[src/sv/ttt_pkg.sv]
// ----------------------------------------------------------------------------
// ttt_pkg: shared types and constants of the timeout table timer
// Field widths, request and result codes, and the records passed to the cells.
// ----------------------------------------------------------------------------
package ttt_pkg;

	localparam int ID_W       = 64;
	localparam int DELAY_W    = 32;
	localparam int CLK_W      = 64;
	localparam int CNT_W      = 7;
	localparam int ACT_W      = 2;
	localparam int KIND_W     = 2;
	localparam int STATUS_W   = 3;
	localparam int MAX_TIMERS_DEF = 64;
	localparam int GRP_SIZE   = 8;
	localparam int GRP_W      = 4;

	localparam logic [ACT_W-1:0] ACT_SCHEDULE = 2'd0;
	localparam logic [ACT_W-1:0] ACT_CANCEL   = 2'd1;
	localparam logic [ACT_W-1:0] ACT_TICK     = 2'd2;

	localparam logic [KIND_W-1:0] KIND_ANSWER = 2'd0;
	localparam logic [KIND_W-1:0] KIND_FIRED  = 2'd1;
	localparam logic [KIND_W-1:0] KIND_IDLE   = 2'd2;

	localparam logic [STATUS_W-1:0] ST_OK         = 3'd0;
	localparam logic [STATUS_W-1:0] ST_ZERO_DELAY = 3'd1;
	localparam logic [STATUS_W-1:0] ST_ARMED      = 3'd2;
	localparam logic [STATUS_W-1:0] ST_FULL       = 3'd3;
	localparam logic [STATUS_W-1:0] ST_UNARMED    = 3'd4;

	// contents of one cell, also what a cell hands to its left neighbor
	typedef struct packed {
		logic             valid;
		logic             due;
		logic [ID_W-1:0]  id;
		logic [CLK_W-1:0] deadline;
	} cell_data_t;

	// command broadcast to every cell of the row
	typedef struct packed {
		logic             append;
		logic             cancel;
		logic             fire;
		logic             mark_due;
		logic [ID_W-1:0]  id;
		logic [CLK_W-1:0] deadline;
		logic [CLK_W-1:0] due_time;
	} cell_ctrl_t;

endpackage

[src/sv/ttt_cell.sv]
// ----------------------------------------------------------------------------
// ttt_cell: one slot of the timer row
// Holds one armed timer; compares it against the broadcast id or due time and
// takes its right neighbor's contents when a slot at or left of it is removed.
// ----------------------------------------------------------------------------
module ttt_cell (
	input  logic                clk,
	input  logic                arst_n,
	input  ttt_pkg::cell_ctrl_t ctrl,
	input  logic                prev_valid,
	input  logic                rem_in,
	input  ttt_pkg::cell_data_t nxt,
	output ttt_pkg::cell_data_t cur,
	output logic                match,
	output logic                hit,
	output logic                rem_out
);

	logic                      valid_q;
	logic                      due_q;
	logic [ttt_pkg::ID_W-1:0]  id_q;
	logic [ttt_pkg::CLK_W-1:0] deadline_q;
	logic                      shift;
	logic                      load;

	assign match = valid_q && (id_q == ctrl.id);

	// cancel removes the matching slot, fire removes the first due slot
	always_comb begin
		hit = 1'b0;
		if (ctrl.cancel) begin
			hit = match;
		end else if (ctrl.fire) begin
			hit = valid_q && due_q && !rem_in;
		end
	end

	assign rem_out = rem_in || hit;
	assign shift   = (ctrl.cancel || ctrl.fire) && rem_out;
	// first free slot takes the new timer
	assign load    = ctrl.append && !valid_q && prev_valid;

	always_ff @(posedge clk or negedge arst_n) begin
		if (!arst_n) begin
			valid_q <= 1'b0;
			due_q   <= 1'b0;
		end else if (shift) begin
			valid_q <= nxt.valid;
			due_q   <= nxt.due;
		end else if (load) begin
			valid_q <= 1'b1;
			due_q   <= 1'b0;
		end else if (ctrl.mark_due) begin
			due_q <= valid_q && (deadline_q == ctrl.due_time);
		end
	end

	always_ff @(posedge clk) begin
		if (shift) begin
			id_q       <= nxt.id;
			deadline_q <= nxt.deadline;
		end else if (load) begin
			id_q       <= ctrl.id;
			deadline_q <= ctrl.deadline;
		end
	end

	always_comb begin
		cur.valid    = valid_q;
		cur.due      = due_q;
		cur.id       = id_q;
		cur.deadline = deadline_q;
	end

endmodule

[config.mk]
export PLATFORM = sky130hd
export DESIGN_NAME = ttt_cell
export DESIGN_NICKNAME = d
export VERILOG_FILES = /design/src/sv/ttt_pkg.sv /design/src/sv/ttt_cell.sv
export SDC_FILE = /design/constraint.sdc
export NUM_CORES = 1
export LEC_CHECK = 0
export BUFFER_PORTS_ARGS = -buffer_cell sky130_fd_sc_hd__buf_2
export CORE_AREA = 5 5 177 179
export CTS_BUF_LIST = sky130_fd_sc_hd__clkbuf_16
export DETAILED_ROUTE_END_ITERATION = 16
export DIE_AREA = 0 0 182 184
export PLACE_DENSITY = 0.56
export SLEW_MARGIN = 10
export SYNTH_ARGS = -nofsm -noshare
export SYNTH_HDL_FRONTEND = slang
export SYNTH_SLANG_ARGS = --single-unit
export TNS_END_PERCENT = 100
[constraint.sdc]
create_clock -name clk -period 5.33 [get_ports clk]
set_input_delay 1.066 -clock clk [delete_from_list [all_inputs] [get_ports clk]]
set_output_delay 1.066 -clock clk [all_outputs]
set_load 0.1 [all_outputs]
# == After elaboration in Yosys (flattened, before gate mapping) ==
# Index checks and enable logic that the tools add are counted.
# op_classes
n_mux,11
eq_ne,2
n_reduce_logical,13
# op_table
cell,n
two-way mux 64 bit,4
equality test 64 bit,2
logical AND 1 bit,7
two-way mux 1 bit,7
nonzero test 3 bit,1
logical NOT 1 bit,2
logical OR 1 bit,2
nonzero test 2 bit,1
# totals
elab_cells,30
regBits,130

# == Longest topological paths before layout ==
# logic_depth
ltp_word,7
depth_mapped,8
mapped_depth_nobuf,6

# == Least setup slack after synthesis ==
# Ideal clock, no wire load.
# synth_timing
kind,input-to-output
startpoint,input port ctrl[129] (netlist name)
endpoint,output port match
stages,5
arrival_time_ns,4.225
path_slack_ns,0.039
t_required_ns,4.264
cell_sequence,xnor2_1 nand2_1 or3b_2 or4_1 nor3_1
# synth_between
elab_chain_len,2
# synth_lines
item,line_no,text
from (decl),ttt_cell.sv:9,"input ttt_pkg::cell_ctrl_t ctrl,"
equality test 64 bit,ttt_cell.sv:26,assign match = valid_q && (id_q == ctrl.id);
logical AND 1 bit,ttt_cell.sv:26,
to (decl),ttt_cell.sv:14,"output logic match,"
# Every way passes these cells.

# == Worst setup path after layout ==
# layout_timing
startpoint,input port ctrl[129] (netlist name)
endpoint,output port hit
# layout_between
elab_chain_len,3
# layout_lines
item,line_no,text
equality test 64 bit,ttt_cell.sv:26,
logical AND 1 bit,ttt_cell.sv:26,
two-way mux 1 bit,ttt_cell.sv:31,if (ctrl.cancel) begin
to (decl),ttt_cell.sv:15,"output logic hit,"
# Every way passes these cells.

==> impl_metrics.xml <==
<?xml version="1.0" encoding="UTF-8"?>
<metrics>
  <group name="status">
    <metric name="run_status" unit="">complete, no violations</metric>
  </group>
  <group name="worst_setup_path">
    <metric name="startpoint_type" unit="">primary input</metric>
    <metric name="timing_worst_setup_path_type" unit="">in -&gt; out</metric>
    <metric name="path_cells" unit="">buf_2 &gt; xnor2_1 &gt; nand2_1 &gt; or3b_2 &gt; or4_1 &gt; or4_1 &gt; o21ai_0 &gt; buf_2</metric>
    <metric name="worstSetupEndpointType" unit="">output pin</metric>
    <metric name="timing.critical_path.slowest_cell_delay" unit="ns">0.54</metric>
    <metric name="crit_slowest_cell" unit="">sky130_fd_sc_hd__or4_1</metric>
    <metric name="worst-path-max-fanout" unit="">2</metric>
    <metric name="crit-reg2reg-launch" unit="">id_q[49]$_DFFE_PP_</metric>
    <metric name="timing.critical_path.required" unit="ns">4.26</metric>
    <metric name="worst-r2r-cell-count" unit="">7</metric>
    <metric name="timing.critical_path.arrival" unit="ns">3.45</metric>
    <metric name="worst_r2r_endpoint" unit="">id_q[51]$_DFFE_PP_</metric>
    <metric name="setup.reg_to_reg.worst_slack" unit="ns">1.62</metric>
  </group>
  <group name="global_routing">
    <metric name="combined_global_route_utilization_of_all_metal_layers" unit="%">15.4</metric>
    <metric name="maximum_number_of_pins_on_one_net_before_global_route_repair" unit="">65</metric>
    <metric name="grt_first_pass_wirelength" unit="um">39300</metric>
    <metric name="number_of_global_route_vias_before_repair" unit="">6544</metric>
    <metric name="globalRouteOverflowTotal" unit="">0</metric>
    <metric name="initial_antenna_violation_count" unit="">3</metric>
  </group>
  <group name="logic_synthesis">
    <metric name="post_synth_inst_count" unit="">523</metric>
    <metric name="synth-edff-count" unit="">128</metric>
    <metric name="yosysSeqAreaShare" unit="%">53.3</metric>
    <metric name="netlist_area" unit="sq um">7300</metric>
    <metric name="most_frequent_cell_after_synthesis" unit="">sky130_fd_sc_hd__edfxtp_1</metric>
    <metric name="ys.warnings.count" unit="">0</metric>
    <metric name="ys_types" unit="">39</metric>
    <metric name="post_synth.cell_area_avg" unit="sq um">14.0</metric>
    <metric name="synth_largest_type_area_fraction" unit="%">52.6</metric>
    <metric name="ys_ff_latch" unit="">130</metric>
    <metric name="synth-main-ff-cell" unit="">sky130_fd_sc_hd__edfxtp_1</metric>
    <metric name="post_synth_most_frequent_cells" unit="">sky130_fd_sc_hd__edfxtp_1 (128), sky130_fd_sc_hd__xor2_1 (94), sky130_fd_sc_hd__mux2_1 (90), sky130_fd_sc_hd__mux2_2 (38), sky130_fd_sc_hd__nor4_1 (32)</metric>
    <metric name="syn-num-nets" unit="">853</metric>
    <metric name="ys_top_cells_by_area" unit="">sky130_fd_sc_hd__edfxtp_1 (53%), sky130_fd_sc_hd__mux2_1 (14%), sky130_fd_sc_hd__xor2_1 (11%)</metric>
    <metric name="synth_area_leader_cell" unit="">sky130_fd_sc_hd__edfxtp_1</metric>
    <metric name="ys_async_sr_fraction" unit="%">1.54</metric>
  </group>
  <group name="timing">
    <metric name="fin_crit_sh" unit="%">84.7</metric>
    <metric name="max_slew_vio_count" unit="">0</metric>
    <metric name="final.setup.tns" unit="ns">0</metric>
    <metric name="achievable-frequency" unit="MHz">222</metric>
    <metric name="unrepaired_setup_endpoints_after_global_routing" unit="">false</metric>
    <metric name="max-slew-margin-rel" unit="%">64.9</metric>
    <metric name="finalSetupViolCount" unit="">0</metric>
    <metric name="worst_pin_slew" unit="ns">0.522</metric>
    <metric name="timing.final.hold_violations" unit="">0</metric>
    <metric name="final_period_minus_worst_setup_slack" unit="ns">4.51</metric>
    <metric name="finClkSkew" unit="ns">0.0109</metric>
  </group>
  <group name="power_and_ir_drop">
    <metric name="cellLeakagePower" unit="nW">4.64</metric>
    <metric name="pwr_density_cell" unit="nW/um^2">364</metric>
    <metric name="worst_ir_drop_vdd" unit="mV">0.161</metric>
  </group>
  <group name="floorplanning">
    <metric name="starting_utilization_of_the_core_area" unit="%">24.8</metric>
    <metric name="dieArea" unit="sq um">33500</metric>
    <metric name="die_wd" unit="um">182</metric>
    <metric name="pin_count" unit="">463</metric>
    <metric name="num_rows" unit="">63</metric>
    <metric name="floorplan.core_area" unit="sq um">29400</metric>
    <metric name="die_y" unit="um">184</metric>
  </group>
  <group name="clock_tree">
    <metric name="postCtsHoldBufs" unit="">0</metric>
    <metric name="htreeDepth" unit="">4</metric>
    <metric name="tritoncts_clock_tree" unit="">yes</metric>
    <metric name="clk_latency" unit="ns">0.41</metric>
    <metric name="cts.sink_count" unit="">130</metric>
    <metric name="ctsResizeCount" unit="">0</metric>
    <metric name="cts.reportedPaths.clkPinSlew" unit="ns">0.06</metric>
    <metric name="clockBufferDepth" unit="">2</metric>
    <metric name="cts.root.buffer_cell" unit="">sky130_fd_sc_hd__clkbuf_16</metric>
    <metric name="post_cts_buffers" unit="">0</metric>
    <metric name="cts_buf_count" unit="">17</metric>
  </group>
  <group name="routing">
    <metric name="drcViolationCount" unit="">0</metric>
    <metric name="dr.pass1.iters" unit="">4</metric>
    <metric name="vias" unit="">6198</metric>
    <metric name="post_route_antenna_net_violation_count" unit="">0</metric>
    <metric name="detail_route.wl_per_cell" unit="um">19.7</metric>
    <metric name="detail_route.iter0.violations" unit="">241</metric>
    <metric name="via_per_inst" unit="">4.43</metric>
    <metric name="detail_route.wirelength" unit="um">27600</metric>
  </group>
  <group name="finish">
    <metric name="layout.nets" unit="">1325</metric>
    <metric name="area_growth_syn_to_layout" unit="%">46.4</metric>
    <metric name="post_route_cells_drive_above_1_share" unit="%">53.6</metric>
    <metric name="layoutNonFillerInstCount" unit="">1398</metric>
    <metric name="diodes" unit="">0</metric>
  </group>
  <group name="placed_design">
    <metric name="placement.io_buffers" unit="">462</metric>
    <metric name="place_inst" unit="">1366</metric>
    <metric name="dp_hpwl" unit="um">23200</metric>
    <metric name="globalplace.congestion" unit="">0.898</metric>
  </group>
  <group name="min_path">
    <metric name="worst_hold_path_type" unit="">in -&gt; async</metric>
  </group>
  <group name="job">
    <metric name="cap_violations" unit="">0</metric>
  </group>
</metrics>
-- state kept, by name, summed over array words and instances, names as in the netlist --
name,flops
id_q,64
valid_q,1
deadline_q,64
due_q,1
-- metrics by stage --
stage	total power, W	instance area, sq um	setup WS (ns)	util, %	hold slack (ns)
after global routing	0.00405	10700	0.747	36.4	0.434
after detailed placement	0.00268	10100	0.834	34.3	0.803
after global placement	0.00267	10100	0.826	34.3	0.794
final	0.00390	10700	0.816	36.4	0.450
after floorplan	0.00234	7300	0.0389	-	0.570
after CTS	0.00395	10700	0.830	36.4	0.428
-- worst max-delay path: cells and delay by family --
kind	cells	cell delay, ns
and+or+nand+nor	4	1.52
buffers and inverters	2	0.58
xor gates and xnor gates	1	0.18
AOI/OAI and AO/OA	1	0.10
-- layout make-up --
type	instances	area (sq um)
fill	2992	18700
clock inverter	15	191
tap	390	488
multi-input combinational	362	3220
sequential	130	3890
inverter	15	56.3
timing repair buffer	469	2410
clock buffer	17	425
-- how the worst max path moves through the flow --
| stage | end | from | slack, ns |
|---|---|---|---|
| 6_report | hit | ctrl[129] | 0.82 |
| 4_1_cts | hit | ctrl[129] | 0.83 |
| 3_3_place_gp | hit | ctrl[129] | 0.83 |
| 5_1_grt | hit | ctrl[129] | 0.75 |
| 3_5_place_dp | hit | ctrl[129] | 0.83 |
| 2_1_floorplan | match | ctrl[129] | 0.04 |
-- layout by cell type, fill, tap and decap left out, types with 3 or more instances in the layout --
| cell | Yosys | final |
|---|---|---|
| sky130_fd_sc_hd__xnor2_1 | 19 | 19 |
| sky130_fd_sc_hd__nor2_1 | 4 | 4 |
| sky130_fd_sc_hd__xor2_1 | 94 | 94 |
| sky130_fd_sc_hd__nor3_1 | 5 | 5 |
| sky130_fd_sc_hd__or4_1 | 6 | 6 |
| sky130_fd_sc_hd__clkbuf_16 | 0 | 17 |
| sky130_fd_sc_hd__nand2_1 | 9 | 9 |
| sky130_fd_sc_hd__mux2_1 | 90 | 90 |
| sky130_fd_sc_hd__bufinv_16 | 0 | 4 |
| sky130_fd_sc_hd__nand2b_1 | 11 | 11 |
| sky130_fd_sc_hd__buf_12 | 0 | 4 |
| sky130_fd_sc_hd__inv_1 | 15 | 17 |
| sky130_fd_sc_hd__buf_2 | 4 | 462 |
| sky130_fd_sc_hd__nand4_1 | 9 | 9 |
| sky130_fd_sc_hd__o2111ai_1 | 5 | 5 |
| sky130_fd_sc_hd__mux2_2 | 38 | 38 |
| sky130_fd_sc_hd__a2111oi_0 | 3 | 3 |
| sky130_fd_sc_hd__nor4_1 | 32 | 32 |
| sky130_fd_sc_hd__edfxtp_1 | 128 | 128 |
| sky130_fd_sc_hd__nand3_1 | 3 | 3 |
| sky130_fd_sc_hd__nor2b_1 | 11 | 11 |
| sky130_fd_sc_hd__buf_4 | 3 | 3 |
-- kinds of logic after synthesis --
kind of cell | Yosys count | synth area share, %
and+or+nand+nor | 101 | 8.48
buffers and inverters | 31 | 2.74
muxes | 130 | 20.0
xor gates and xnor gates | 113 | 13.6
AOI/OAI and AO/OA | 18 | 1.88
DFF | 130 | 53.3
-- power breakdown --
part | leakage [nW] | internal [W] | switching (W) | total, W
combinational | 3.06 | 0.000310 | 0.000996 | 0.00131
clock | 0.304 | 0.000781 | 0.000467 | 0.00125
sequential | 1.27 | 0.00126 | 0.0000789 | 0.00134
total | 4.64 | 0.00235 | 0.00154 | 0.00390
-- per-layer routing --
metal / GRT usage (%) / vias to the layer above / part of all wire (%)
met3: 4.91 / 22 / 8.5
met5: 0 / - / 0.14
li1: - / 2927 / -
met4: 3.90 / 6 / 1.7
met1: 18.1 / 2935 / 39
met2: 27.5 / 308 / 51
No activity file was read; power rests on OpenSTA's default activity.
